`config.mk`:
```
export PLATFORM = sky130hd
export DESIGN_NAME = med_cfg
export DESIGN_NICKNAME = d
export VERILOG_FILES = /design/src/rtl/med_pkg.sv /design/src/rtl/med_cfg.sv
export SDC_FILE = /design/constraint.sdc
export NUM_CORES = 1
export LEC_CHECK = 0
export ABC_CLOCK_PERIOD_IN_PS = 3300
export BUFFER_PORTS_ARGS = -buffer_cell sky130_fd_sc_hd__buf_4
export CAP_MARGIN = 30
export CORE_ASPECT_RATIO = 1.5
export CORE_MARGIN = 2
export CORE_UTILIZATION = 35
export CTS_CLUSTER_DIAMETER = 120
export DETAILED_ROUTE_END_ITERATION = 8
export SLEW_MARGIN = 5
export SYNTH_ARGS = -nofsm -noshare
export SYNTH_HDL_FRONTEND = slang
export SYNTH_SLANG_ARGS = --single-unit
```
`constraint.sdc`:
```
create_clock -name i_clk -period 3.3 [get_ports i_clk]
set_clock_uncertainty 0.1 [all_clocks]
set_input_delay 0.33 -clock i_clk [delete_from_list [all_inputs] [get_ports i_clk]]
set_output_delay 0.33 -clock i_clk [all_outputs]
set_load 0.005 [all_outputs]
```
`src/rtl/med_pkg.sv`:
```
`default_nettype none

package med_pkg;

    // frame size limits
    localparam int MAX_WIDTH  = 1024;
    localparam int MAX_HEIGHT = 1024;

    // field and counter widths
    localparam int PIX_W  = 8;
    localparam int DIM_W  = 11;
    localparam int CFG_IW = 2;
    localparam int COL_AW = $clog2(MAX_WIDTH);
    localparam int ROW_AW = $clog2(MAX_HEIGHT);

    // pixel extremes
    localparam logic [PIX_W-1:0] PIX_MIN = 8'd0;
    localparam logic [PIX_W-1:0] PIX_MAX = 8'd255;

    // reset sizes
    localparam logic [DIM_W-1:0] RST_WIDTH  = 11'd640;
    localparam logic [DIM_W-1:0] RST_HEIGHT = 11'd480;

    // request kinds
    localparam logic OP_PIXEL = 1'b0;
    localparam logic OP_DRAIN = 1'b1;

    // morph modes
    localparam logic MODE_ERODE  = 1'b0;
    localparam logic MODE_DILATE = 1'b1;

    typedef enum logic [CFG_IW-1:0] {
        CFG_FRAME_WIDTH  = 2'd0,
        CFG_FRAME_HEIGHT = 2'd1,
        CFG_MORPH_MODE   = 2'd2
    } t_cfg_idx;

    // effective configuration seen by the datapath
    typedef struct packed {
        logic [DIM_W-1:0] width;
        logic [DIM_W-1:0] width_m1;
        logic [DIM_W-1:0] height;
        logic [DIM_W-1:0] height_m1;
        logic             mode;
        logic             clear;
    } t_cfg;

    // one request on its way from the counters to the window
    typedef struct packed {
        logic              valid;
        logic              emit;
        logic              left;
        logic              right;
        logic              top;
        logic              bottom;
        logic              last;
        logic [COL_AW-1:0] col;
        logic [PIX_W-1:0]  pixel;
    } t_stage;

endpackage

`default_nettype wire

```
`src/rtl/med_cfg.sv`:
```
`default_nettype none

module med_cfg import med_pkg::*; (
    input  wire logic              i_clk,
    input  wire logic              i_rst_n,
    input  wire logic              i_valid,
    input  wire logic [CFG_IW-1:0] i_index,
    input  wire logic [DIM_W-1:0]  i_data,
    output t_cfg                   o_cfg
);

    logic [DIM_W-1:0] r_width, r_width_m1, r_height, r_height_m1;
    logic             r_mode;
    logic [DIM_W-1:0] n_width, n_height;
    logic             size_wr;

    // saturate to 1..max
    always_comb begin
        if (i_data == '0) begin
            n_width  = DIM_W'(1);
            n_height = DIM_W'(1);
        end else begin
            n_width  = (i_data > DIM_W'(MAX_WIDTH))  ? DIM_W'(MAX_WIDTH)  : i_data;
            n_height = (i_data > DIM_W'(MAX_HEIGHT)) ? DIM_W'(MAX_HEIGHT) : i_data;
        end
    end

    assign size_wr = i_valid && ((i_index == CFG_FRAME_WIDTH) || (i_index == CFG_FRAME_HEIGHT));

    always_ff @(posedge i_clk) begin
        if (!i_rst_n) begin
            r_width     <= RST_WIDTH;
            r_width_m1  <= RST_WIDTH - DIM_W'(1);
            r_height    <= RST_HEIGHT;
            r_height_m1 <= RST_HEIGHT - DIM_W'(1);
            r_mode      <= MODE_ERODE;
        end else if (i_valid) begin
            unique case (i_index)
                CFG_FRAME_WIDTH: begin
                    r_width    <= n_width;
                    r_width_m1 <= n_width - DIM_W'(1);
                end
                CFG_FRAME_HEIGHT: begin
                    r_height    <= n_height;
                    r_height_m1 <= n_height - DIM_W'(1);
                end
                CFG_MORPH_MODE: begin
                    r_mode <= i_data[0];
                end
                default: begin
                end
            endcase
        end
    end

    always_comb begin
        o_cfg.width     = r_width;
        o_cfg.width_m1  = r_width_m1;
        o_cfg.height    = r_height;
        o_cfg.height_m1 = r_height_m1;
        o_cfg.mode      = r_mode;
        o_cfg.clear     = size_wr;
    end

endmodule

`default_nettype wire

```
* Word-level counts from Yosys, hierarchy flattened *
Index checks and enable logic that the tools add are counted.
W data, S select, Z words.

storage, ports and cells
  register bits after elaboration = 45
  latch bits = 0
  bits in writable memories = 0
  ROM bits = 0
  input port bits = 16
  output and inout bits = 46
  logic and storage cells = 18
  memories kept = 0

operators by class
  $add $sub $neg = 1
  multiply operators = 0
  div/mod/pow operators = 0
  magnitude comparators = 1
  eq/ne operators = 2
  shift-type cells = 0
  muxes and demuxes = 2
  bitwise operators = 0
  reductions and logical operators = 7

operators by type and width
  cell                     number
  $mux W11                 2
  $gt A11 B11 Y1 const B   1
  $logic_not A11 Y1        1
  $sub A11 B1 Y11 const B  1
  $reduce_and A2 Y1        3
  $eq A2 B1 Y1 const B     1
  $eq A2 B2 Y1 const B     1
  $logic_not A2 Y1         1
  $logic_and A1 B1 Y1      1
  $logic_or A1 B1 Y1       1

* Longest topological paths before layout *
  depth after elaboration = 4
  gate-level depth with buffers = 8
  gate-level depth less buffers = 7

* Worst setup path before layout *
OpenSTA, ideal clock, no wires.

  kind = input to register
  from = in i_data[0]
  to = reg r_height_m1[6]
  setup time = 0.141 ns
  data arrival time = 1.984 ns
  data required time = 3.059 ns
  path slack = 1.074 ns
  cell stages on the path = 8
  cells stage by stage = nor4_2 > a31oi_1 > or2_2 > ha_1 > clkbuf_1 > nand2b_1 > o311ai_0 > o211ai_1

on the way
  cells in the longest elaborated chain, start to end = 4

RTL lines
  element               line           source
  start, declared       med_cfg.sv:8   input wire logic [DIM_W-1:0] i_data,
  $gt A11 B11 Y1        med_cfg.sv:24  n_height = (i_data > DIM_W'(MAX_HEIGHT)) ? DIM_W'(MAX_HEIGHT) : i_data;
  $mux W11              med_cfg.sv:24
  $mux W11 (*)          med_cfg.sv:19  if (i_data == '0) begin
  $sub A11 B1 Y11 (*)   med_cfg.sv:45  r_height_m1 <= n_height - DIM_W'(1);
  end signal, assigned  med_cfg.sv:35  r_height_m1 <= RST_HEIGHT - DIM_W'(1);
  end signal, assigned  med_cfg.sv:45
  end, declared         med_cfg.sv:12  logic [DIM_W-1:0] r_width, r_width_m1, r_height, r_height_m1;

Every way passes the cells marked *; elsewhere a longest branch is shown, timed or not.
A chain may end at the register's enable or synchronous reset.

* Final worst setup path *
  from = in i_data[0]
  to = reg r_height_m1[8]

The elaborated chain is that of the path after synthesis.

==> summary.md <==
| Metric | Value |
|---|---|
| Status | `complete, no violations` |
| LEAKAGE | `between 1 and 1.5 nW` |
| Synth warnings | `0` |
| Min-Delay Endpoint | `r_mode` |
| Worst Path Arrival | `around 2.3 ns` |
| GR Util met1 | `roughly a fifth` |
| Clock latency at the later pin of the worst-skew pair | `approximately 0.30 ns` |
| GRT met2 Usage | `between 20 and 30%` |
| Tot GR Track Use | `between 10% and 20%` |
| Via count | `1759` |
| CTS Buf Count | `5` |
| CTS Sinks | `45` |
| GRT Max-Usage Layer | `met2` |
| Worst Setup Start Kind | `primary input` |
| Post-synth EDFFs | `0` |
| CTS clk-pin slew, worst paths | `about 0.08 ns` |
| Die area | `around 0.0062 sq mm` |
| DRC violations left | `0` |
| Setup bufs post-CTS | `0` |
| Average cell area after synthesis | `around 8.6 sq um` |
| Power Dens Cells | `~450 mW/mm^2` |
| Reg2Reg Depth | `2` |
| DR iter-0 viols | `74` |
| Root Buffer | `clkbuf_8` |
| Post-synthesis cell area | `0.001948 sq mm` |
| Post-synth net total | `between 200 and 250` |
| VDD IR max | `about 0.21 mV` |
| Normalized max-slew margin | `49.17%` |
| M3 GR Usage | `about 2.7%` |
| Final Power | `around 0.0011 W` |
| Final Hold Viols | `0` |
| Post-DRT Antenna Nets | `0` |
| Antenna cells | `0` |
| First-pass GRT wire length | `approximately 8100 microns` |
| Post-Syn Instances | `227` |
| Drt total wl | `5023 microns` |
| RSZ-0062 raised after global routing | `false` |
| DP HPWL | `about 3500 microns` |
| Num ports | `just over 60` |
| Synth Register Bits | `45` |
| Drt pass-1 iters | `4` |
| Die Wd | `between 60 and 70 microns` |
| Hold/Removal Path Class | `in -> reg` |
| # hold bufs at CTS | `0` |
| Final hold slack | `roughly 0.25 ns` |
| Initial Utilization | `36.02%` |
| Hold path depth | `3` |
| Num rows | `33` |
| CP required | `~3.4 ns` |
| Routed WL per cell | `between 10 and 15 microns` |
| Worst-Margin Slew | `between 0.7 and 0.8 ns` |
| Nets | `294` |
| FMAX | `452.4 MHz` |
| Post-place setup slack | `around 0.75 ns` |
| Final Max Slew Viols | `0` |
| Post-CTS Resized | `0` |
| Crit path kind | `in -> reg` |
| Gr ovfl total | `0` |
| Critical Path End Type | `flip-flop` |
| Worst hold path startpoint | `i_data[0]` |
| Fraction of layout cells with a size suffix above 1 | `between 20% and 30%` |
| Predominant post-synthesis flop cell | `dfxtp_1` |
| Worst R2R Setup Slack | `~2.5 ns` |
| CTS tree | `done` |
| Reg-to-Reg Start | `r_height_m1[8]` |
| Largest net degree at the start of global routing | `48` |
| Commonest non-fill, non-tap cell in the layout | `buf_4` |
| I/O Buffers | `61` |
| Setup violators final | `0` |
| Final period util | `between 60% and 70%` |
| Min Clock Period, post-route | `2.210 ns` |
| Final WS setup | `approximately 1.1 ns` |
| Die Y | `95.38 microns` |
| Vias per inst | `5.055` |
| Area delta synth->final | `29.80%` |
| Final Util | `between 40% and 50%` |
| R2R Path End | `r_height_m1[8]` |
| H-tree depth | `2` |
| Synth unique cells | `38` |
| GPL Wtd Cong | `slightly below 0.8` |
| Register area share after synthesis | `around 46%` |
| Antenna violations before repair | `0` |
| Async SR Flop Fraction | `0%` |
| CTS max path bufs | `2` |
| Number of global-route vias before repair | `1634` |
| Most frequent cells in the layout | `63 x buf_4, 45 x dfxtp_1, 40 x nand2_1` |
| Fin Setup TNS | `0 ns` |
| Max Cap Viol | `0` |
| Core Region | `about 0.0054 sq mm` |
| Critical path peak fanout | `9` |
per-stage QoR:
step,instances,area (sq um)
2_1_floorplan,227,1948
3_3_place_gp,340,2412
3_5_place_dp,340,2412
4_1_cts,348,2529
5_1_grt,348,2529
6_report,348,2529
area by class of cell:
| type | count | area, sq um |
|---|---|---|
| fillers | 564 | 2880 |
| multi-input cells | 159 | 939.7 |
| flip-flops and latches | 45 | 900.9 |
| repair buffers | 63 | 473.0 |
| well taps | 70 | 87.58 |
| clock buffers | 7 | 86.33 |
| clock inverters | 1 | 30.03 |
| inverters | 3 | 11.26 |
worst max path at each step:
stage               from        endpoint  depth (start not counted)
4_1_cts        i_data[0]  r_height_m1[8]                          8
5_1_grt        i_data[0]  r_height_m1[8]                          8
6_report       i_data[0]  r_height_m1[8]                          8
3_5_place_dp   i_data[0]  r_height_m1[8]                          8
3_3_place_gp   i_data[0]  r_height_m1[4]                          8
2_1_floorplan  i_data[0]  r_height_m1[6]                          8
worst max-delay path: stages:
cell,delay [ns]
buf_4,0.14
nor4_2,0.45
a31oi_1,0.26
or2_2,0.34
ha_1,0.30
nand2b_1,0.19
o21ai_0,0.11
a41oi_1,0.15
Yosys cell counts (2+ instances only):
master / count / share of area, %
nand2_1: 40 / 7.7
nand4b_1: 2 / 0.90
and2_1: 4 / 1.3
inv_1: 3 / 0.58
o21ai_0: 11 / 2.8
clkbuf_1: 12 / 2.3
a31oi_1: 6 / 1.9
a21boi_0: 11 / 4.2
nand3_1: 2 / 0.51
nor3_1: 8 / 2.1
o211ai_1: 12 / 4.6
o21a_1: 2 / 0.77
o32a_1: 2 / 1.0
buf_2: 5 / 1.3
o21ai_1: 2 / 0.51
nor4_2: 2 / 1.3
dfxtp_1: 45 / 46
o31a_1: 2 / 0.90
o311ai_0: 2 / 0.90
nand3b_1: 2 / 0.77
buf_4: 2 / 0.77
nor2b_1: 9 / 2.9
nor3b_1: 4 / 1.5
nand2b_1: 6 / 1.9
nor2_1: 9 / 1.7
o2111ai_1: 2 / 0.90
o31ai_1: 2 / 0.77
a21oi_1: 8 / 2.1
kinds of logic after synthesis:
logic type | synth area share [%]
fa+ha+maj | 0.6422
mux | 0.5138
flops | 46.24
simple gates | 24.28
compound gates | 22.35
buf+inv | 5.523
xor+xnor | 0.4497
sequential cells by signal, indices dropped and copies added (netlist names):
register,count
r_mode,1
r_width_m1,11
r_height_m1,11
r_width,11
r_height,11
per-layer routing:
metal	up-vias	wire length, microns	part of all wire (%)
li1	903	-	-
met1	804	2162	43
met2	43	2530	50
met3	9	199	4.0
met4	0	131	2.6
met5	-	0	0
report_power, final:
part	internal, W	leakage (nW)	switching (W)
clock network	0.000247	0.0585	0.000185
logic	0.0000671	0.610	0.0000777
registers	0.000562	0.367	0.00000996
(Power assumes the default switching activity.)
