## config.mk

```make
export PLATFORM = sky130hd
export DESIGN_NAME = med_window
export DESIGN_NICKNAME = d
export VERILOG_FILES = /design/src/rtl/med_pkg.sv /design/src/rtl/med_window.sv
export SDC_FILE = /design/constraint.sdc
export NUM_CORES = 1
export LEC_CHECK = 0
export BUFFER_PORTS_ARGS = -buffer_cell sky130_fd_sc_hd__buf_2
export CORE_ASPECT_RATIO = 1.25
export CORE_UTILIZATION = 40
export DETAILED_ROUTE_END_ITERATION = 7
export PLACE_DENSITY = 0.58
export REMOVE_ABC_BUFFERS = 1
export SLEW_MARGIN = 20
export SYNTH_ARGS = -nofsm -noshare
export SYNTH_HDL_FRONTEND = slang
export SYNTH_SLANG_ARGS = --single-unit
```

## constraint.sdc

```tcl
create_clock -name i_clk -period 3.75 [get_ports i_clk]
set_input_delay 0.75 -clock i_clk [delete_from_list [all_inputs] [get_ports i_clk]]
set_output_delay 0.75 -clock i_clk [all_outputs]
set_load 0.02 [all_outputs]
```

## src/rtl/med_pkg.sv

```systemverilog
`default_nettype none

package med_pkg;

    // frame size limits
    localparam int MAX_WIDTH  = 1024;
    localparam int MAX_HEIGHT = 1024;

    // field and counter widths
    localparam int PIX_W  = 8;
    localparam int DIM_W  = 11;
    localparam int CFG_IW = 2;
    localparam int COL_AW = $clog2(MAX_WIDTH);
    localparam int ROW_AW = $clog2(MAX_HEIGHT);

    // pixel extremes
    localparam logic [PIX_W-1:0] PIX_MIN = 8'd0;
    localparam logic [PIX_W-1:0] PIX_MAX = 8'd255;

    // reset sizes
    localparam logic [DIM_W-1:0] RST_WIDTH  = 11'd640;
    localparam logic [DIM_W-1:0] RST_HEIGHT = 11'd480;

    // request kinds
    localparam logic OP_PIXEL = 1'b0;
    localparam logic OP_DRAIN = 1'b1;

    // morph modes
    localparam logic MODE_ERODE  = 1'b0;
    localparam logic MODE_DILATE = 1'b1;

    typedef enum logic [CFG_IW-1:0] {
        CFG_FRAME_WIDTH  = 2'd0,
        CFG_FRAME_HEIGHT = 2'd1,
        CFG_MORPH_MODE   = 2'd2
    } t_cfg_idx;

    // effective configuration seen by the datapath
    typedef struct packed {
        logic [DIM_W-1:0] width;
        logic [DIM_W-1:0] width_m1;
        logic [DIM_W-1:0] height;
        logic [DIM_W-1:0] height_m1;
        logic             mode;
        logic             clear;
    } t_cfg;

    // one request on its way from the counters to the window
    typedef struct packed {
        logic              valid;
        logic              emit;
        logic              left;
        logic              right;
        logic              top;
        logic              bottom;
        logic              last;
        logic [COL_AW-1:0] col;
        logic [PIX_W-1:0]  pixel;
    } t_stage;

endpackage

`default_nettype wire

```

## src/rtl/med_window.sv

```systemverilog
`default_nettype none

module med_window import med_pkg::*; (
    input  wire logic             i_clk,
    input  wire logic             i_rst_n,
    input  wire logic             i_advance,
    input  wire t_stage           i_stage,
    input  wire logic [PIX_W-1:0] i_up1,
    input  wire logic [PIX_W-1:0] i_up2,
    input  wire logic             i_mode,
    output logic                  o_valid,
    output logic [PIX_W-1:0]      o_pixel,
    output logic                  o_frame_end
);

    // element 0 is the top row, 2 the bottom
    typedef logic [2:0][PIX_W-1:0] t_col;

    t_col             r_left, r_mid, new_col, lcol, rcol;
    logic             r_valid, r_frame_end;
    logic [PIX_W-1:0] r_pixel, target, result;
    logic             fire, hit;

    function automatic logic col_hit(input t_col c, input logic top, input logic bot,
                                     input logic with_mid, input logic [PIX_W-1:0] tgt);
        logic [PIX_W-1:0] up, dn;
        up = top ? c[1] : c[0];
        dn = bot ? c[1] : c[2];
        return (up == tgt) || (dn == tgt) || (with_mid && (c[1] == tgt));
    endfunction

    assign fire    = i_advance && i_stage.valid;
    assign new_col = {i_stage.pixel, i_up1, i_up2};
    assign target  = (i_mode == MODE_DILATE) ? PIX_MAX : PIX_MIN;

    // clamp at the frame edges
    assign lcol = i_stage.left  ? r_mid : r_left;
    assign rcol = i_stage.right ? r_mid : new_col;

    assign hit = col_hit(lcol,  i_stage.top, i_stage.bottom, 1'b1, target)
              || col_hit(r_mid, i_stage.top, i_stage.bottom, 1'b0, target)
              || col_hit(rcol,  i_stage.top, i_stage.bottom, 1'b1, target);

    assign result = hit ? target : r_mid[1];

    always_ff @(posedge i_clk) begin
        if (!i_rst_n) begin
            r_left  <= '0;
            r_mid   <= '0;
            r_valid <= 1'b0;
        end else begin
            if (fire) begin
                r_left <= r_mid;
                r_mid  <= new_col;
            end
            if (i_advance) begin
                r_valid <= fire && i_stage.emit;
            end
        end
    end

    always_ff @(posedge i_clk) begin
        if (fire && i_stage.emit) begin
            r_pixel     <= result;
            r_frame_end <= i_stage.last;
        end
    end

    assign o_valid     = r_valid;
    assign o_pixel     = r_pixel;
    assign o_frame_end = r_frame_end;

endmodule

`default_nettype wire

```

; After elaboration in Yosys (flattened, before gate mapping)
; Index checks and enable logic that the tools add are counted.
; Widths: inputs -> output; s select.
[totals]
in_bits = 45
elab_cells = 36
ff_bits = 58
[op_classes]
n_eq_ne = 8
muxes = 10
reduce_logical = 9
[ops]
columns = cell, n
row1 = $eq 8x8->1, 8
row2 = $mux 8, 8
row3 = $mux 24, 2
row4 = $logic_or 1x1->1, 7
row5 = $logic_and 1x1->1, 2

; Depth between registers and ports, before layout
[logic_depth]
ltp_word = 8
mapped_depth = 9
depth_no_buf = 6

; Worst setup path after synthesis
; Ideal clock, no wire load.
[synth_path]
path_type = input to register
start = input i_stage[20] (netlist bit)
end = register r_pixel[0], in the netlist o_pixel[0], data pin
t_arrival_ps = 2563
path_slack_ps = 927
setup_time_ps = 260
path_stages = 8
n_path_buf = 2
required_ps = 3490
path_cell_list = buf_6 > mux4_1 > nor4_1 > nor2_1 > nor4_1 > a2111o_1 > buf_6 > mux2_4
[synth_via]
elab_chain_cells = 7
word_cells_on_any_way = 14
cone_classes = 3 x eq/ne / 4 x mux / 7 x reduce/logical
[synth_lines]
columns = element, line_no
row1 = "start, declared", med_window.sv:7  ; input wire t_stage i_stage,
row2 = $mux 8, med_window.sv:27  ; up = top ? c[1] : c[0];
row3 = $eq 8x8->1, med_window.sv:29  ; return (up == tgt) || (dn == tgt) || (with_mid && (c[1] == tgt));
row4 = $logic_or 1x1->1 (2 in a row), med_window.sv:29
row5 = $logic_or 1x1->1, med_window.sv:41  ; || col_hit(r_mid, i_stage.top, i_stage.bottom, 1'b0, target)
row6 = $logic_or 1x1->1 (*), med_window.sv:42  ; || col_hit(rcol, i_stage.top, i_stage.bottom, 1'b1, target);
row7 = $mux 8 (*), med_window.sv:44  ; assign result = hit ? target : r_mid[1];
row8 = named net result[0], med_window.sv:21  ; logic [PIX_W-1:0] r_pixel, target, result;
row9 = "end signal, assigned", med_window.sv:64  ; r_pixel <= result;
row10 = "end, declared", med_window.sv:21
; Mark *: on every way through the listed nets, which the timed path passes. The rest lies on a longest branch.
; A chain may end at the register's enable or synchronous reset.

; Final worst setup path
[layout_path]
start = input i_stage[22] (netlist bit)
end = register r_pixel[4], in the netlist o_pixel[4], data pin
[layout_via]
elab_chain_cells = 8
word_cells_on_any_way = 11
cone_classes = 3 x eq/ne / 4 x mux / 4 x reduce/logical
[layout_lines]
columns = element, line_no
row1 = $mux 24 (*), med_window.sv:37  ; assign lcol = i_stage.left ? r_mid : r_left;
row2 = "$mux 8, on equally long branches", "med_window.sv:27, med_window.sv:28"
row3 = $eq 8x8->1, med_window.sv:29
row4 = $logic_or 1x1->1, med_window.sv:29
row5 = $logic_or 1x1->1 (*), med_window.sv:29
row6 = $logic_or 1x1->1 (*), med_window.sv:41
row7 = $logic_or 1x1->1 (*), med_window.sv:42
row8 = $mux 8 (*), med_window.sv:44
row9 = named net result[4], med_window.sv:21
; Marked as above.

==> run summary <==
The flow ran to the end, and the final reports show no timing, DRC or antenna violations. The number of global-route vias before repair came out at 2512. The number of buffers added on ports came out at 44. The number of max-slew violations in the final report came out at 0.

The proportion of layout cells with a drive suffix above 1 is 20.2%. The clock period minus worst slack is 3040 ps. At the later pin of the worst-skew pair, clock insertion delay measures 330 ps. The number of clock sinks came out at 58. The most common cell type on the critical path is sky130_fd_sc_hd__nor4_1. The met1 wire length came out at about 3.5 mm. The min-delay analysis places its worst path in the category reg -> reg. The count of final setup violators came out at 0.

The worst setup path is of the in -> reg kind. The wire length on met2 is 3.70 mm. The max capacitance violation total is 0. The largest clock skew in the final design is 4.08 ps. The number of fillers in the final layout is just over 700. In this run the worst path has a maximum fanout of 19. After Yosys synthesis, and, or, nand and nor cells account for 21.6% of the synthesized area. The fraction of the yosys area taken by sequential cells came out at 39.7%.

The number of enable flip-flop cells after synthesis is 9. The share of the clock period used by the worst path is 81.0%. Walking the worst path, the cells encountered are buf_2 -> mux4_1 -> nor4_1 -> nor2_1 -> nor4_1 -> a2111o_1 -> buf_4 -> mux2_4.

The data arrival at the endpoint of the critical path is 3130 ps. The portion of total power attributed to combinational logic came out at 12.9%. Setup repair after global routing left no endpoint under its margin.

The global-route usage over all layers came out at approximately a fifth. The startpoint identified for the worst hold timing path is r_left[22]. After synthesis the netlist holds a flip-flop and latch count of 58.

For this run, the post-layout net count is 417. The largest stage delay on the critical path is 640 ps. The number of buffers inserted during clock tree synthesis came out at 9.

0 antenna diodes ended up in the layout. The relative contribution of sequential cells to total power is between 50% and 60%. Yosys printed 0 warnings.

The xor-xnor portion of the synthesized cell area came out at 0%. The final wirelength came out at 7.67 mm. The proportion of register bits with asynchronous set or reset after synthesis is 0%. Of the total synthesized cell area, the portion taken by full adders, half adders and majority gates is 0%. The post-synthesis area per instance came out at between 9 and 10 µm².

Routed signal wires occupy layers up through met4. The first global-routing pass estimated between 10 and 15 mm of wire. The mux cell area share after synthesis came out at approximately 17%. The first-pass iteration count of the detailed router came out at 4. The initialized floorplan defines 35 standard-cell rows. The area growth from synthesis to layout is 12.5%. 55 I/O pins were placed. The start point of the critical path is i_stage[22].

Buffers added to address setup during post-CTS repair amount to 0. The via density per instance is 5.66. The startpoint kind of the worst setup timing path is a primary input. The slowest cell on the critical path is sky130_fd_sc_hd__mux4_1. Total power for the finished layout comes to between 0.001 and 0.0015 W.

The data required time at the worst endpoint is 3840 ps. The setup TNS came out at 0 ps. Leaving out fill and tap cells, the most frequent cells in the layout are sky130_fd_sc_hd__nand2_1 (97), sky130_fd_sc_hd__dfxtp_1 (49), sky130_fd_sc_hd__a21boi_0 (48). The pin count of the biggest net entering global routing is 50. The H-tree was split into 3 levels.

The synthesized netlist contains 37 unique library cells. The library cell used most frequently in the layout, excluding fill and tap cells, is sky130_fd_sc_hd__nand2_1. The die is just over 80 µm wide.

The routability congestion estimate from global placement came out at ~0.91. The number of buffers on the longest clock path came out at 2. The hold violation total from the final report is 0. The fraction of the mapped netlist area in compound gates came out at 16.9%.

Detailed routing placed a total of 298 µm of wire on met3. The worst setup path is captured at a flip-flop. By area, the combinational part of the netlist is dominated by simple AND/OR/NAND/NOR gates.

The die outline height is 101 µm. Buffers inserted to repair hold after CTS numbered 0. In this run switching power makes up 26.3% of total power.

The total die area came out at 8250 µm². In the routed design, unresolved DRC markers number 0. The placeable core region is ~7500 µm². The post-CTS clock slew at the launch and capture registers of the worst setup and hold paths is 60 ps. After legalization and detailed placement, the total HPWL measured 5.25 mm. TritonCTS built the clock tree. The average detailed-routed wire length per instance came out at 16.3 µm. The count of nets left with antenna violations once routing finished came out at 0. The headroom to the max-slew limit came out at 51.5%. The root buffer cell chosen for the clock tree is sky130_fd_sc_hd__clkbuf_8. The initial standard-cell utilization of the core is 42.1%.

The number of standard cells after synthesis is 338. The utilization of the core after routing is 47.4%. The critical path buffer and inverter count came out at 2. The reg-to-reg startpoint is r_mid[13].

Grouping stages by cell kind, the critical path spends the most delay in multiplexers. For this run, the leading register cell type out of synthesis is sky130_fd_sc_hd__dfxtp_1. At the pin with the least slew margin, the transition time is 727 ps. The netlist area before placement came out at 3160 µm². In this run the power spent charging and discharging nets is 0.000350 W. The top achievable clock speed is 329 MHz. The initial antenna violation count is 0. The total power density per cell area is between 300 and 400 nW/µm².

The design internal power is 0.000983 W. The maximum resistive drop on vdd is 0.218 mV. The first routing iteration left 188 violations. The count of instances resized after the clock tree is built is 0. For this design the static power due to leakage is between 1 and 1.5 nW. The clock network accounts for 36.3% of the total power. The total overflow left after global routing is 0. The final route contains around 2700 vias.
state kept, by name, indices dropped and copies added, names as in the netlist:
signal	cells
r_left	24
o_pixel	8
o_valid	1
o_frame_end	1
r_mid	24
power by group through the flow:
stage                     Clock, W  Combinational [W]  Sequential, W
final                     0.000484           0.000171       0.000678
after global routing      0.000530           0.000191       0.000681
after CTS                 0.000495           0.000173       0.000678
after detailed placement         0           0.000172       0.000692
after global placement           0           0.000170       0.000691
after floorplan                  0          0.0000986       0.000686
per-stage QoR:
stage	cells	instance area, µm²	setup slack (ps)	hold slack (ps)
6_report	469	3550	713	463
4_1_cts	469	3550	728	466
2_1_floorplan	314	3030	926	439
5_1_grt	469	3550	521	480
3_3_place_gp	453	3390	356	450
3_5_place_dp	453	3390	370	456
synth_stat cells (all sizes together), types with 2 or more instances:
master | number | share of area (%)
inv | 10 | 1.2
a21o | 2 | 0.48
nand3 | 4 | 0.63
nor2 | 6 | 0.71
a21oi | 3 | 0.48
a31oi | 3 | 0.59
mux2 | 8 | 3.8
buf | 6 | 1.9
mux4 | 16 | 13
o22ai | 5 | 0.99
nor4 | 17 | 3.4
a21boi | 48 | 11
nor3 | 6 | 0.95
nor4b | 2 | 0.56
edfxtp | 9 | 8.6
nand2 | 97 | 12
o41ai | 2 | 0.56
clkbuf | 18 | 2.1
nand4 | 13 | 2.6
dfxtp | 49 | 31
cells by family (layout without fill, tap and decap cells):
logic type,after synthesis,count (layout)
buffers and inverters,34,73
AND/OR/NAND/NOR,150,150
flip-flops,58,58
AO/OA/AOI/OAI,71,71
multiplexers,25,25
worst reg2reg max path, cell delays in order (launching register included):
cell,delay [ps]
sky130_fd_sc_hd__dfxtp_1,400
sky130_fd_sc_hd__mux4_1,540
sky130_fd_sc_hd__nor4_1,290
sky130_fd_sc_hd__nor2_1,70
sky130_fd_sc_hd__nor4_1,350
sky130_fd_sc_hd__a2111o_1,180
sky130_fd_sc_hd__buf_4,190
sky130_fd_sc_hd__mux2_4,310
path summary, 6_finish.rpt:
check,endpoint,slack [ps],cells after the start
setup reg to reg,o_pixel[4],1180,7
setup / recovery,o_pixel[4],710,8
hold / removal,r_left[22],460,2
hold reg to reg,r_left[22],460,2
layout make-up:
cell class | count | area, µm² | area share, %
sequential | 58 | 1250 | 35.2
timing repair buffer | 47 | 243 | 6.84
clock inverter | 4 | 17.5 | 0.493
tap | 92 | 115 | 3.24
clock buffer | 12 | 145 | 4.09
inverter | 10 | 37.5 | 1.06
multi-input combinational | 246 | 1740 | 49.0
per-layer routing:
metal  vias up  track usage (%)
li1       1315                -
met1      1271             26.3
met2        56             33.8
met3        13             5.05
met4         0             9.48
met5         -                0
Note: power is estimated with default switching activity, not from simulation.
