`src/rtl/med_pkg.sv`:
```
`default_nettype none

package med_pkg;

    // frame size limits
    localparam int MAX_WIDTH  = 1024;
    localparam int MAX_HEIGHT = 1024;

    // field and counter widths
    localparam int PIX_W  = 8;
    localparam int DIM_W  = 11;
    localparam int CFG_IW = 2;
    localparam int COL_AW = $clog2(MAX_WIDTH);
    localparam int ROW_AW = $clog2(MAX_HEIGHT);

    // pixel extremes
    localparam logic [PIX_W-1:0] PIX_MIN = 8'd0;
    localparam logic [PIX_W-1:0] PIX_MAX = 8'd255;

    // reset sizes
    localparam logic [DIM_W-1:0] RST_WIDTH  = 11'd640;
    localparam logic [DIM_W-1:0] RST_HEIGHT = 11'd480;

    // request kinds
    localparam logic OP_PIXEL = 1'b0;
    localparam logic OP_DRAIN = 1'b1;

    // morph modes
    localparam logic MODE_ERODE  = 1'b0;
    localparam logic MODE_DILATE = 1'b1;

    typedef enum logic [CFG_IW-1:0] {
        CFG_FRAME_WIDTH  = 2'd0,
        CFG_FRAME_HEIGHT = 2'd1,
        CFG_MORPH_MODE   = 2'd2
    } t_cfg_idx;

    // effective configuration seen by the datapath
    typedef struct packed {
        logic [DIM_W-1:0] width;
        logic [DIM_W-1:0] width_m1;
        logic [DIM_W-1:0] height;
        logic [DIM_W-1:0] height_m1;
        logic             mode;
        logic             clear;
    } t_cfg;

    // one request on its way from the counters to the window
    typedef struct packed {
        logic              valid;
        logic              emit;
        logic              left;
        logic              right;
        logic              top;
        logic              bottom;
        logic              last;
        logic [COL_AW-1:0] col;
        logic [PIX_W-1:0]  pixel;
    } t_stage;

endpackage

`default_nettype wire

```
`src/rtl/med_ctrl.sv`:
```
`default_nettype none

module med_ctrl import med_pkg::*; (
    input  wire logic             i_clk,
    input  wire logic             i_rst_n,
    input  wire logic             i_accept,
    input  wire logic             i_advance,
    input  wire logic             i_op,
    input  wire logic [PIX_W-1:0] i_pixel,
    input  wire t_cfg             i_cfg,
    output logic                  o_take,
    output logic [COL_AW-1:0]     o_col,
    output t_stage                o_stage
);

    logic [COL_AW-1:0] r_col, n_col;
    logic [DIM_W-1:0]  r_row, n_row;
    logic [DIM_W-1:0]  r_drain, n_drain;
    logic [COL_AW-1:0] r_cen_col, n_cen_col;
    logic [ROW_AW-1:0] r_cen_row, n_cen_row;
    t_stage            r_stage, n_stage;

    logic              frame_done, is_pixel, drain_ok, restart, take;
    logic [DIM_W-1:0]  cur_row;
    logic [COL_AW-1:0] cur_col;
    logic              col_last, drain_last, emit;
    logic              cen_left, cen_right, cen_top, cen_bottom;

    assign frame_done = r_row >= i_cfg.height;
    assign is_pixel   = i_op == OP_PIXEL;
    assign drain_ok   = (i_op == OP_DRAIN) && frame_done && (r_drain <= i_cfg.width);
    assign restart    = is_pixel && frame_done;
    assign take       = i_accept && (is_pixel || drain_ok);

    assign cur_row    = restart ? '0 : r_row;
    assign cur_col    = restart ? '0 : r_col;
    assign col_last   = DIM_W'(cur_col) == i_cfg.width_m1;
    assign drain_last = r_drain == i_cfg.width;

    // a result is due once the pixel below-right of the centre is in
    always_comb begin
        if (is_pixel) begin
            emit = (cur_row >= DIM_W'(2)) || ((cur_row == DIM_W'(1)) && (cur_col != '0));
        end else begin
            emit = (i_cfg.height != DIM_W'(1)) || (r_drain != '0);
        end
    end

    assign cen_left   = r_cen_col == '0;
    assign cen_right  = DIM_W'(r_cen_col) == i_cfg.width_m1;
    assign cen_top    = r_cen_row == '0;
    assign cen_bottom = DIM_W'(r_cen_row) == i_cfg.height_m1;

    always_comb begin
        n_col     = r_col;
        n_row     = r_row;
        n_drain   = r_drain;
        n_cen_col = r_cen_col;
        n_cen_row = r_cen_row;
        if (i_cfg.clear) begin
            n_col     = '0;
            n_row     = '0;
            n_drain   = '0;
            n_cen_col = '0;
            n_cen_row = '0;
        end else if (take) begin
            if (is_pixel) begin
                n_drain = '0;
                if (col_last) begin
                    n_col = '0;
                    n_row = cur_row + DIM_W'(1);
                end else begin
                    n_col = cur_col + COL_AW'(1);
                    n_row = cur_row;
                end
            end else begin
                n_drain = r_drain + DIM_W'(1);
                n_col   = col_last ? '0 : r_col + COL_AW'(1);
            end
            // centre position of the next result
            if (restart) begin
                n_cen_col = '0;
                n_cen_row = '0;
            end else if (emit) begin
                if (cen_right && cen_bottom) begin
                    n_cen_col = '0;
                    n_cen_row = '0;
                end else if (cen_right) begin
                    n_cen_col = '0;
                    n_cen_row = r_cen_row + ROW_AW'(1);
                end else begin
                    n_cen_col = r_cen_col + COL_AW'(1);
                end
            end
            // tail flushed
            if (!is_pixel && drain_last) begin
                n_col     = '0;
                n_row     = '0;
                n_drain   = '0;
                n_cen_col = '0;
                n_cen_row = '0;
            end
        end
    end

    always_comb begin
        n_stage.valid  = take;
        n_stage.emit   = emit && !restart;
        n_stage.left   = cen_left;
        n_stage.right  = cen_right;
        n_stage.top    = cen_top;
        n_stage.bottom = cen_bottom;
        n_stage.last   = cen_right && cen_bottom;
        n_stage.col    = cur_col;
        n_stage.pixel  = i_pixel;
    end

    always_ff @(posedge i_clk) begin
        if (!i_rst_n) begin
            r_col     <= '0;
            r_row     <= '0;
            r_drain   <= '0;
            r_cen_col <= '0;
            r_cen_row <= '0;
            r_stage   <= '0;
        end else begin
            r_col     <= n_col;
            r_row     <= n_row;
            r_drain   <= n_drain;
            r_cen_col <= n_cen_col;
            r_cen_row <= n_cen_row;
            if (i_advance) begin
                r_stage <= n_stage;
            end
        end
    end

    assign o_take  = take;
    assign o_col   = cur_col;
    assign o_stage = r_stage;

endmodule

`default_nettype wire

```
`config.mk`:
```
export PLATFORM = sky130hd
export DESIGN_NAME = med_ctrl
export DESIGN_NICKNAME = d
export VERILOG_FILES = /design/src/rtl/med_pkg.sv /design/src/rtl/med_ctrl.sv
export SDC_FILE = /design/constraint.sdc
export NUM_CORES = 1
export LEC_CHECK = 0
export ABC_AREA = 1
export BUFFER_PORTS_ARGS = -buffer_cell sky130_fd_sc_hd__buf_4
export CAP_MARGIN = 15
export CORE_MARGIN = 2
export CORE_UTILIZATION = 62
export CTS_CLUSTER_DIAMETER = 200
export DETAILED_ROUTE_END_ITERATION = 10
export GPL_ROUTABILITY_DRIVEN = 0
export PLACE_DENSITY_LB_ADDON = 0.25
export SYNTH_ARGS = -nofsm -noshare
export SYNTH_HDL_FRONTEND = slang
export SYNTH_SLANG_ARGS = --single-unit
```
`constraint.sdc`:
```
create_clock -name i_clk -period 5.8 [get_ports i_clk]
set_input_delay 0.29 -clock i_clk [delete_from_list [all_inputs] [get_ports i_clk]]
set_output_delay 0.29 -clock i_clk [all_outputs]
set_load 0.01 [all_outputs]
```
=== Word level (Yosys, flattened, before mapping) ===
Index checks and enable logic that the tools add are counted.

* Word-level logic and storage cells: 76
* Input bits: 59
* Bits in registers: 77
* Output and inout bits: 36

* Bitwise gates (word level): 2
* $add $sub $neg: 6
* Reductions and logical operators: 22
* $lt $le $gt $ge: 3
* Eq/ne operators: 7
* Multiplexer cells: 22

{| class="wikitable"
|+ Operators with widths
! operator !! number
|-
| $mux 10 || 15
|-
| $mux 11 || 6
|-
| $add 10x1->10 const B || 4
|-
| $eq 10x11->1 || 3
|-
| $add 11x1->11 const B || 2
|-
| $logic_not 10->1 || 2
|-
| $eq 11x1->1 const B || 1
|-
| $eq 11x11->1 || 1
|-
| $ge 11x11->1 || 1
|-
| $ge 11x2->1 const B || 1
|-
| $le 11x11->1 || 1
|-
| $ne 11x1->1 const B || 1
|-
| $reduce_bool 11->1 || 1
|-
| $reduce_bool 10->1 || 1
|-
| $logic_and 1x1->1 || 8
|-
| $reduce_and 2->1 || 2
|-
| $reduce_bool 4->1 || 1
|-
| $logic_or 1x1->1 || 3
|-
| $reduce_and 3->1 || 1
|-
| $reduce_bool 3->1 || 1
|-
| $ne 2x1->1 const B || 1
|-
| $not 1->1 || 2
|-
| $reduce_or 2->1 || 1
|-
| $logic_not 1->1 || 1
|-
| $mux 1 || 1
|}

=== Depth between registers and ports, before layout ===
Gate-level depths: netlist of run 1.

* Depth after elaboration: 10
* Mapped depth: 24
* Gate-level depth less buffers: 23

=== Worst setup path before layout of run 1 ===
Ideal clock, no wire load.

* Path type: input-to-reg
* Start: in i_cfg[19] in the netlist's numbering
* End: reg r_cen_row[9]
* Library setup time: 0.113 ns
* Stages: 23
* Slack: 2.868 ns
* Data required time: 5.687 ns
* Data arrival time: 2.819 ns
* Path buffers: 1
* Cells stage by stage: inv_1 > ha_1 > nand2_1 > inv_1 > a21oi_1 > nand2_1 > nand2_1 > a21oi_1 > nor2_1 > inv_1 > ha_1 > or2_2 > a21oi_1 > nand3_1 > nor2_1 > nand2_1 > nand2_1 > nand2_2 > nand3_2 > buf_6 > nand2_1 > nand2_1 > nor2_1

* Cells in the longest elaborated chain, start to end: 9
* Elaborated cells between the ends (all ways): 21
* Classes of those cells: order compare: 2; eq/ne: 2; mux: 5; reduce/logical: 12

{| class="wikitable"
|+ Ends and longest elaborated chain
! element !! RTL line !! RTL
|-
| start: declaration || med_ctrl.sv:10 || <nowiki>input wire t_cfg i_cfg,</nowiki>
|-
| branches (longest 9 deep; another with $ge 11x11->1) || n/a ||
|-
| end signal: assignment || med_ctrl.sv:131 || <nowiki>r_cen_row <= n_cen_row;</nowiki>
|-
| end: declaration || med_ctrl.sv:20 || <nowiki>logic [ROW_AW-1:0] r_cen_row, n_cen_row;</nowiki>
|}

Parallel ways; which one is timed is not known.
A chain may end at the register's enable or synchronous reset.

=== Final worst setup path of run 1 ===
* Start: reg r_row[6]
* End: reg r_cen_row[8]

* Cells in the longest elaborated chain, start to end: 9
* Elaborated cells between the ends (all ways): 19
* Classes of those cells: order compare: 2; eq/ne: 1; mux: 5; reduce/logical: 11

{| class="wikitable"
|+ Ends and longest elaborated chain
! element !! RTL line !! RTL
|-
| start: declaration || med_ctrl.sv:17 || <nowiki>logic [DIM_W-1:0] r_row, n_row;</nowiki>
|-
| start signal: assignment || med_ctrl.sv:128 || <nowiki>r_row <= n_row;</nowiki>
|-
| branches (longest 9 deep; another with $ge 11x11->1) || n/a ||
|}

Parallel ways; which one is timed is not known.

==> metrics, run 1 <==
Resized Gates After CTS 0; pwr dens ~170 mW/mm²; sw power between 200 and 300 µW; grt ovf 0; Initial DRT Pass Iterations 5; Most Crowded Layer GR met2; fmax approximately 260 MHz; setup repair bufs after CTS 0; post-synthesis sequential area ratio 27.9%; RSZ-0062 raised after global routing no; Rows 34; min cycle time layout 3890 ps; Critical Path Source Type flip-flop; Top Ports 95; top-area cell type share of the netlist area between 20% and 30%; Synth cell types 45; Req. time, crit path just over 6000 ps; synth cell count leaders 196 x nand2_1, 118 x inv_1, 79 x nor2_1; clk slew on worst S/H paths 90 ps; Synth Register Bits 77; power share of the clock group a little under two fifths; initial DRC count 370; Final setup viols 0; outcome completed; CP Capture Type flip-flop; Buffers on Ports 93; Post-Synthesis Cell Area around 0.0055 mm²; final hold vios 0; CP max stage delay 430 ps; Detail Route Antenna Nets 0; Comb pwr share approximately an eighth; top_reg_cell synth dfxtp_1; Post-Syn Nets ~940; Post-layout nets a little over 1000; mean post-synth cell area roughly 6.5 µm²; CP cell instances ha_1 -> nand2_1 -> inv_1 -> a21oi_1 -> nand2_1 -> nand2_1 -> a21oi_1 -> buf_4 -> nor2_1 -> inv_1 -> ha_1 -> or2_2 -> a21oi_1 -> nand3_1 -> nor2_1 -> nand2_1 -> nand2_1 -> nand2_2 -> nand3_2 -> nand2_1 -> nand2_1 -> nor2_1; hold slack between 150 and 200 ps; clock sinks just under 80; clock root buffer clkbuf_8; Final period util about two thirds; Post-synth ARST share 0%; # hold bufs at CTS 0; max cap viols 0; Leak 0.00309 µW; Worst slew margin about 40%; Initial Utilization between 60% and 70%; Die Area a little under 0.01 mm²; Die Y between 90 and 100 µm; Final Util 73.2%; largest net degree at the start of global routing around 40; area leader, netlist dfxtp_1; Synth Instances 845; crit path max fanout 19; M3 GR Usage 3.65%; number of H-tree levels 3; routing usage on met1 37.4%; setup TNS 0 ps; Power Internal around 800 µW; HPWL Detailed 10.8 mm; Sw Share between 20% and 30%; layout cells sized above 1 14.9%; Hold Path Class in -> reg; core area 0.00868 mm²; Slew @ Worst Pin 893 ps; GRT Resource Usage Total 29.6%; Area contributors post-synth dfxtp_1 28%, nand2_1 13%, inv_1 8.0%; met2 usage approximately half; VDD IR-drop max 113 µV; final WL 14.5 mm; DRC violations left 0; Via Count just under 6000; Ys Warns 0; diodes inserted 0; CTS Buffer Depth 2; initial antenna violation count 0; CP dominant cell by count nand2_1; most common cell in the netlist nand2_1; Vias/cell 5.66; clock skew 13.0 ps; Pins Over Slew Limit 0; Post-synth EDFFs 0; Routed wire per std cell 14.1 µm; number of global-route vias before repair 5404; Setup CP Type reg -> reg; CP max stage cell dfxtp_1; CTS tree built; Area Overhead vs Synth 15.0%; CP arrival between 4000 and 5000 ps; first-pass GRT wire length 24.0 mm; die width between 90 and 100 µm; Num CTS Buffers 9; Worst-Skew Late Latency approximately 350 ps; Reg power frac approximately 50%
per-stage QoR:
step           std cells  total power [µW]  worst slack [ps]  area, µm²
4_1_cts             1029              1100              1990       6350
3_5_place_dp        1013               699              2000       6160
3_3_place_gp        1013               693              2150       6160
6_report            1029              1100              1910       6350
2_1_floorplan        845               631              2870       5520
5_1_grt             1029              1140              1600       6350
power by group through the flow:
stage	Combinational [µW]	Clock [µW]	Sequential, µW
2_1_floorplan	69.0	0	562
3_3_place_gp	135	0	558
3_5_place_dp	140	0	558
4_1_cts	141	411	546
5_1_grt	157	436	548
6_report	141	409	546
per-layer routing:
metal	routed length (µm)	vias to the layer above
met5	0	-
met4	475	0
met3	961	49
met2	6950	229
met1	6080	2651
li1	-	2891
placed cells by master, fill, tap and decap left out, types with 3 or more instances in the layout:
cell type,Yosys,layout
nand2_1,196,196
inv_1,118,118
buf_4,12,96
nor2_1,79,79
dfxtp_1,77,77
nand3_1,60,60
a21oi_1,59,59
o21ai_0,40,40
ha_1,34,34
nand4_1,33,33
xor2_1,22,22
nor3_1,17,17
nor4_1,13,13
clkbuf_8,0,9
nand2_2,8,8
o22ai_1,7,7
nand2_4,4,4
xnor2_1,4,4
o21ai_1,3,3
nand3b_1,3,3
nor3b_1,3,3
nor2_2,3,3
registers in the layout, indices dropped and copies added (netlist names):
register	cells
r_cen_col	10
r_col	10
r_drain	11
r_cen_row	10
r_row	11
o_stage	25
layout make-up:
cell class	instances	area (µm²)
clock buffer	11	131
tap	108	135
multi-input combinational	611	3310
sequential	77	1540
inverter	121	454
timing repair buffer	96	721
fill	713	2330
clock inverter	5	60.1
final timing paths:
kind / startpoint / endpoint / cells past startpoint / slack [ps]
max: r_row[6] / r_cen_row[8] / 22 / 1910
min: i_pixel[0] / o_stage[0] / 3 / 160
max reg2reg: r_row[6] / r_cen_row[8] / 22 / 1910
min reg2reg: o_stage[22] / o_stage[22] / 2 / 470
critical path, delay by kind of cell, from the launching register on:
family	cells	cell delay (ps)
AO/OA/AOI/OAI	3	360
adder cells (fa/ha/maj)	2	490
buffers and inverters	3	450
flip-flops	1	430
AND/OR/NAND/NOR	14	2040
logic make-up (layout without fill, tap and decap cells):
family,after synthesis,after routing,share of synthesized area (%)
adder cells (fa/ha/maj),34,34,7.70
flip-flops,77,77,27.9
AND/OR/NAND/NOR,428,428,35.8
buffers and inverters,157,233,12.2
XOR/XNOR,28,28,4.71
AO/OA/AOI/OAI,121,121,11.7
Power figures use the tool's default switching activity.
==> run 2, diff against run 1 <==
- CORE_UTILIZATION: 62 -> 52
- clock period: 5.8 -> 3.5 ns (I/O delays scaled with it)
==> run 2 against run 1 <==
  * Die area grew 18%
  * Register-to-register slack lost 1500 ps
  * Critical endpoint is now o_take
  * Sequential share of layout area shrank 0.41 points
  * Global-route usage shrank 4.9 points
  * First-iteration DRC count shrank 11%
  * Clock skew is essentially flat
  * Setup slack lost 1600 ps
  * Clock power grew 60%
  * Power grew 63%
==> metrics, run 2 (synthesis results as in run 1) <==
max FFs per register 25 (unchanged); WP buf/inv 4 (was 3); clock root buffer clkbuf_8 (unchanged); commonest non-fill, non-tap cell in the layout nand2_1 (unchanged); fmax between 300 and 400 MHz; Setup CP Type reg -> out (was reg -> reg); CTS tree built (unchanged); critical path's top delay family buffers and inverters (was simple AND/OR/NAND/NOR gates); Initial Utilization 53.5% (was 63.6%); Hold Path Class in -> reg (unchanged); largest net degree at the start of global routing 41 (unchanged); CP cell instances ha_1 -> nand2_1 -> nor3_1 -> nand4_1 -> nand2_1 -> inv_1 -> nand2_1 -> nand2_1 -> inv_1 -> buf_4 -> buf_4 (was ha_1 -> nand2_1 -> inv_1 -> a21oi_1 -> nand2_1 -> nand2_1 -> a21oi_1 -> buf_4 -> nor2_1 -> inv_1 -> ha_1 -> or2_2 -> a21oi_1 -> nand3_1 -> nor2_1 -> nand2_1 -> nand2_1 -> nand2_2 -> nand3_2 -> nand2_1 -> nand2_1 -> nor2_1); Detail Route Antenna Nets 0 (unchanged); Initial DRT Pass Iterations 5 (unchanged); RR Endpoint r_cen_row[5] (was r_cen_row[8]); power share of the clock group 36.4% (was 37.3%); outcome completed (unchanged); Comb pwr share 13.1% (was 12.9%); setup repair bufs after CTS 0 (unchanged); CP arrival 3030 ps (was 4130 ps); Routed wire per std cell 13.0 µm (was 14.1 µm); sw power 519 µW (was 293 µW); layout cells sized above 1 16.0% (was 14.9%); Leak 0.00314 µW (was 0.00309 µW); Power Internal 1270 µW (was 804 µW); Critical Path Source Type flip-flop (unchanged); RSZ-0062 raised after global routing no (unchanged); FF-to-FF Start r_row[4] (was r_row[6]); clock sinks 77 (unchanged); Rows 37 (was 34); initial DRC count 330 (was 370); post-placement setup slack 335 ps (was 2000 ps); Final period util about nine tenths; most frequent cells in the layout 196 x nand2_1, 118 x inv_1, 104 x buf_4 (was 196 x nand2_1, 118 x inv_1, 96 x buf_4); Top Ports 95 (unchanged); Post-layout nets 1017 (was 1009); Vias/cell 5.22 (was 5.66); HPWL Detailed 10.5 mm (was 10.8 mm); Via Count 5561 (was 5820); Final setup viols 0 (unchanged); number of global-route vias before repair 4908 (was 5404); final hold vios 0 (unchanged); hold_sp i_pixel[4] (was i_pixel[0]); final WL 13.9 mm (was 14.5 mm); Slew @ Worst Pin 781 ps (was 893 ps); CP Capture Type output port (was flip-flop); R2R Setup Slk 410 ps (was 1910 ps); final setup margin 300 ps (was 1910 ps); core area 0.0103 mm² (was 0.00868 mm²); pwr dens 277 mW/mm² (was 173 mW/mm²); grt ovf 0 (unchanged); initial antenna violation count 0 (unchanged); first-pass GRT wire length 23.0 mm (was 24.0 mm); CP max stage cell inv_1 (was dfxtp_1); max cap viols 0 (unchanged); Hold Path Sink o_stage[4] (was o_stage[0]); Worst-Skew Late Latency 360 ps (was 350 ps); die width 107 µm (was 98.4 µm); min cycle time layout approximately 3200 ps; Pins Over Slew Limit 0 (unchanged); number of H-tree levels 3 (unchanged); Die Y 107 µm (was 98.4 µm); CP dominant cell by count nand2_1 (unchanged); clock skew 12.9 ps (was 13.0 ps); Hold Path Stages 3 (unchanged); R2R cell count 21 (was 22); Num CTS Buffers 9 (unchanged); crit path max fanout 14 (was 19); diodes inserted 0 (unchanged); GRT Resource Usage Total 24.7% (was 29.6%); clk slew on worst S/H paths 90 ps (about the same); setup TNS 0 ps (unchanged); Req. time, crit path 3320 ps (was 6040 ps); Sw Share 28.9% (was 26.7%); CP max stage delay 530 ps (was 430 ps); # fillers 1021 (was 713); DRC violations left 0 (unchanged); CTS Buffer Depth 2 (unchanged); VDD IR-drop max 215 µV (was 113 µV); Worst slew margin 47.9% (was 40.3%); Buffers on Ports 93 (unchanged); Die Area 0.0115 mm² (was 0.00968 mm²); Area Overhead vs Synth 17.0% (was 15.0%); Reg power frac 50.5% (was 49.8%)
==> run 2: cell count changes in the layout (fill, tap and decap cells not counted), moves of 2 or more <==
cell / delta
inv_8: +2
clkbuf_1: -2
buf_4: +8
nand2_4: +2
nand2_2: -2
==> run 2: final cells by class <==
class,instances,area [µm²],share of cell area [%]
Multi-Input combinational cell,611,3330,51.5
Timing Repair Buffer,104,781,12.1
Clock buffer,9,124,1.92
Tap cell,136,170,2.63
Inverter,121,454,7.03
Sequential cell,77,1540,23.9
Clock inverter,7,63.8,0.987
==> run 2: tightest hold or removal path, stage by stage <==
cell and delay (ps):
buf_4 70, nor2_1 30, nor2_1 80
==> run 2: how the worst max path moves through the flow <==
stage | cells past startpoint | end | from
2_1_floorplan | 22 | r_cen_row[9] | r_row[6]
3_3_place_gp | 21 | r_cen_row[4] | r_row[8]
3_5_place_dp | 21 | r_cen_row[8] | r_row[8]
4_1_cts | 21 | r_cen_row[8] | r_row[8]
5_1_grt | 21 | r_cen_row[2] | r_row[8]
6_report | 11 | o_take | r_drain[4]
==> run 2: power groups by stage <==
stage          Combinational [µW]  Sequential (µW)  Clock, µW
3_3_place_gp                  230              925          0
2_1_floorplan                 114              932          0
3_5_place_dp                  233              925          0
4_1_cts                       234              905        668
6_report                      235              905        653
5_1_grt                       263              907        702
==> run 2: what timing repair did <==
item	in CTS	in global routing
endpoints found under the setup margin	0	20
resized for setup	0	5
endpoints found under the hold margin	0	0
hold buffers	0	0
==> run 2: stage by stage <==
| step | hold WS [ps] | util [%] | area (µm²) | total power, µW | std cells |
|---|---|---|---|---|---|
| after floorplan | 310 | - | 5520 | 1050 | 845 |
| after global placement | 397 | 60.6 | 6250 | 1150 | 1049 |
| after detailed placement | 407 | 60.6 | 6250 | 1160 | 1049 |
| after CTS | 19.0 | 62.4 | 6440 | 1810 | 1065 |
| after global routing | 23.8 | 62.6 | 6460 | 1870 | 1065 |
| final | 30.6 | 62.6 | 6460 | 1790 | 1065 |
==> run 2: per-layer routing <==
metal | GRT usage, % | part of all wire [%] | vias to the layer above
met1 | 33.9 | 47 | 2495
met4 | 6.03 | 0.82 | 0
met3 | 3.95 | 5.0 | 8
li1 | - | - | 2907
met5 | 0 | 0 | -
met2 | 40.6 | 47 | 151
==> run 3, diff against run 2 <==
- CORE_UTILIZATION: 52 -> 53
- CTS_BUF_LIST: unset -> sky130_fd_sc_hd__clkbuf_8
==> run 3 against run 2 <==
  * Critical path depth grew 9
  * Count of clock-buffer cells in the layout stayed put
  * Clock skew is 3.0 ps lower
  * Largest power group unchanged
  * Routed wire length down 1.1%
  * Final area about the same
  * Clock power up 2%
  * Die area shrank 1.8%
  * Power grew 0.54%
  * Non-clock buffer count increased by 3
  * Final cell count grew 0.28%
  * Combinational power hardly changed
==> metrics, run 3 (synthesis results as in run 1) <==
Area Overhead vs Synth 17.1% (was 17.0%); Pins Over Slew Limit 0 (unchanged); VDD IR-drop max 214 µV (was 215 µV); CTS tree built (unchanged); clock skew 9.90 ps (was 12.9 ps); initial DRC count 269 (was 330); Power Total 1800 µW (was 1790 µW); HPWL Detailed 10.5 mm (about the same); outcome completed (unchanged); Die Y 106 µm (was 107 µm); clock root buffer clkbuf_8 (unchanged); commonest non-fill, non-tap cell in the layout nand2_1 (unchanged); die width 106 µm (was 107 µm); min cycle time layout 3190 ps (was 3200 ps); CP arrival 3450 ps (was 3030 ps); Sw Share 29.1% (was 28.9%); Vias/cell 5.27 (was 5.22); Final period util 91.1% (was 91.4%); power share of the clock group 36.8% (was 36.4%); Buffers on Ports 93 (unchanged); initial antenna violation count 0 (unchanged); critical path's top delay family simple AND/OR/NAND/NOR gates (was buffers and inverters); max FFs per register 25 (unchanged); Power Internal 1280 µW (was 1270 µW); # hold bufs at CTS 0 (unchanged); max cap viols 0 (unchanged); Setup CP Type reg -> reg (was reg -> out); Die Area 0.0113 mm² (was 0.0115 mm²); GRT Resource Usage Total 24.8% (was 24.7%); Critical Path Source Type flip-flop (unchanged); sw power 524 µW (was 519 µW); RSZ-0062 raised after global routing no (unchanged); Worst slew margin 48.0% (was 47.9%); Top Ports 95 (unchanged); Worst-Skew Late Latency 360 ps (about the same); number of global-route vias before repair 4968 (was 4908); Slew @ Worst Pin 780 ps (was 781 ps); Leak 0.00314 µW (about the same); Rows 37 (unchanged); hold slack 38.5 ps (was 30.6 ps); diodes inserted 0 (unchanged); crit path max fanout 13 (was 14); core area 0.0102 mm² (was 0.0103 mm²); layout cells sized above 1 16.2% (was 16.0%); setup TNS 0 ps (unchanged); Reg power frac 50.2% (was 50.5%); Placed Cells 1052 (was 1049); Initial Utilization 54.0% (was 53.5%); number of H-tree levels 3 (unchanged); CTS Buffer Depth 2 (unchanged); Final Util 63.2% (was 62.6%); first-pass GRT wire length 23.1 mm (was 23.0 mm); clk slew on worst S/H paths 100 ps (was 90 ps); CP max stage cell dfxtp_1 (was inv_1); Via Count 5626 (was 5561); Resized Gates After CTS 0 (unchanged); grt ovf 0 (unchanged); CP Capture Type flip-flop (was output port); largest net degree at the start of global routing 41 (unchanged); final hold vios 0 (unchanged); Num CTS Buffers 9 (unchanged); CP cell instances ha_1 -> nand2_1 -> nor2_2 -> inv_1 -> nor2_2 -> nor2_2 -> a21oi_2 -> nor2_1 -> ha_1 -> or2_2 -> a21oi_1 -> nand3_1 -> nor2_1 -> nand2_1 -> nand2_1 -> nand2_2 -> nand3_2 -> nand2_1 -> inv_1 -> nor2_1 (was ha_1 -> nand2_1 -> nor3_1 -> nand4_1 -> nand2_1 -> inv_1 -> nand2_1 -> nand2_1 -> inv_1 -> buf_4 -> buf_4); Initial DRT Pass Iterations 5 (unchanged); Comb pwr share 13.0% (was 13.1%); # fillers 992 (was 1021); clock sinks 77 (unchanged); pwr dens 279 mW/mm² (was 277 mW/mm²); setup repair bufs after CTS 0 (unchanged); Req. time, crit path 3760 ps (was 3320 ps); DRC violations left 0 (unchanged); most frequent cells in the layout 196 x nand2_1, 118 x inv_1, 107 x buf_4 (was 196 x nand2_1, 118 x inv_1, 104 x buf_4); Post-layout nets 1020 (was 1017); WP buf/inv 2 (was 4); Routed wire per std cell 12.8 µm (was 13.0 µm); CP max stage delay 370 ps (was 530 ps); fmax 313 MHz (was 312 MHz); Final setup viols 0 (unchanged); Hold Path Class in -> reg (unchanged); Non-Filler Instances 1068 (was 1065); CP dominant cell by count nand2_1 (unchanged); Detail Route Antenna Nets 0 (unchanged); final WL 13.7 mm (was 13.9 mm)
## run 3: path summary, 6_finish.rpt
check | startpoint | slack (ps) | end | cells past startpoint
worst max-delay path | r_row[6] | 310 | r_cen_row[5] | 20
worst min-delay path | i_pixel[4] | 40 | o_stage[4] | 3
worst max register to register | r_row[6] | 310 | r_cen_row[5] | 20
worst min register to register | o_stage[20] | 480 | o_stage[20] | 2
## run 3: worst register-to-register path, stage by stage (launching register included)
cell     delay, ps
dfxtp_1        370
ha_1           320
nand2_1         80
nor2_2         130
inv_1           60
nor2_2         110
nor2_2          60
a21oi_2        230
nor2_1         130
ha_1           200
or2_2          270
a21oi_1        160
nand3_1         90
nor2_1         120
nand2_1        120
nand2_1         90
nand2_2        110
nand3_2        240
nand2_1         90
inv_1           70
nor2_1          40
## run 3: layout make-up
cell class	count	area [µm²]	area share, %
Multi-Input combinational cell	611	3310	51.2
Sequential cell	77	1540	23.8
Timing Repair Buffer	107	803	12.4
Inverter	121	454	7.02
Tap cell	136	170	2.63
Clock buffer	9	124	1.92
Clock inverter	7	65.1	1.01
## run 3: layer usage
metal  up-vias  GRT usage [%]  share of wire (%)
li1       2918              -                  -
met1      2588           32.2                 46
met2       108           43.0                 50
met3        12           3.99                3.0
met4         0           5.92                1.0
met5         -              0                  0
## run 3: stage by stage
stage / worst slack, ps / area, µm²
final: 310 / 6470
after CTS: 179 / 6460
after global placement: 313 / 6270
after detailed placement: 214 / 6270
after global routing: 15.0 / 6470
after floorplan: 580 / 5520
## run 3: power groups by stage
stage	clock (µW)	sequential [µW]	combinational, µW
finish	663	905	235
global route	716	907	261
CTS	681	905	235
detailed placement	0	925	235
global placement	0	925	232
floorplan	0	932	114
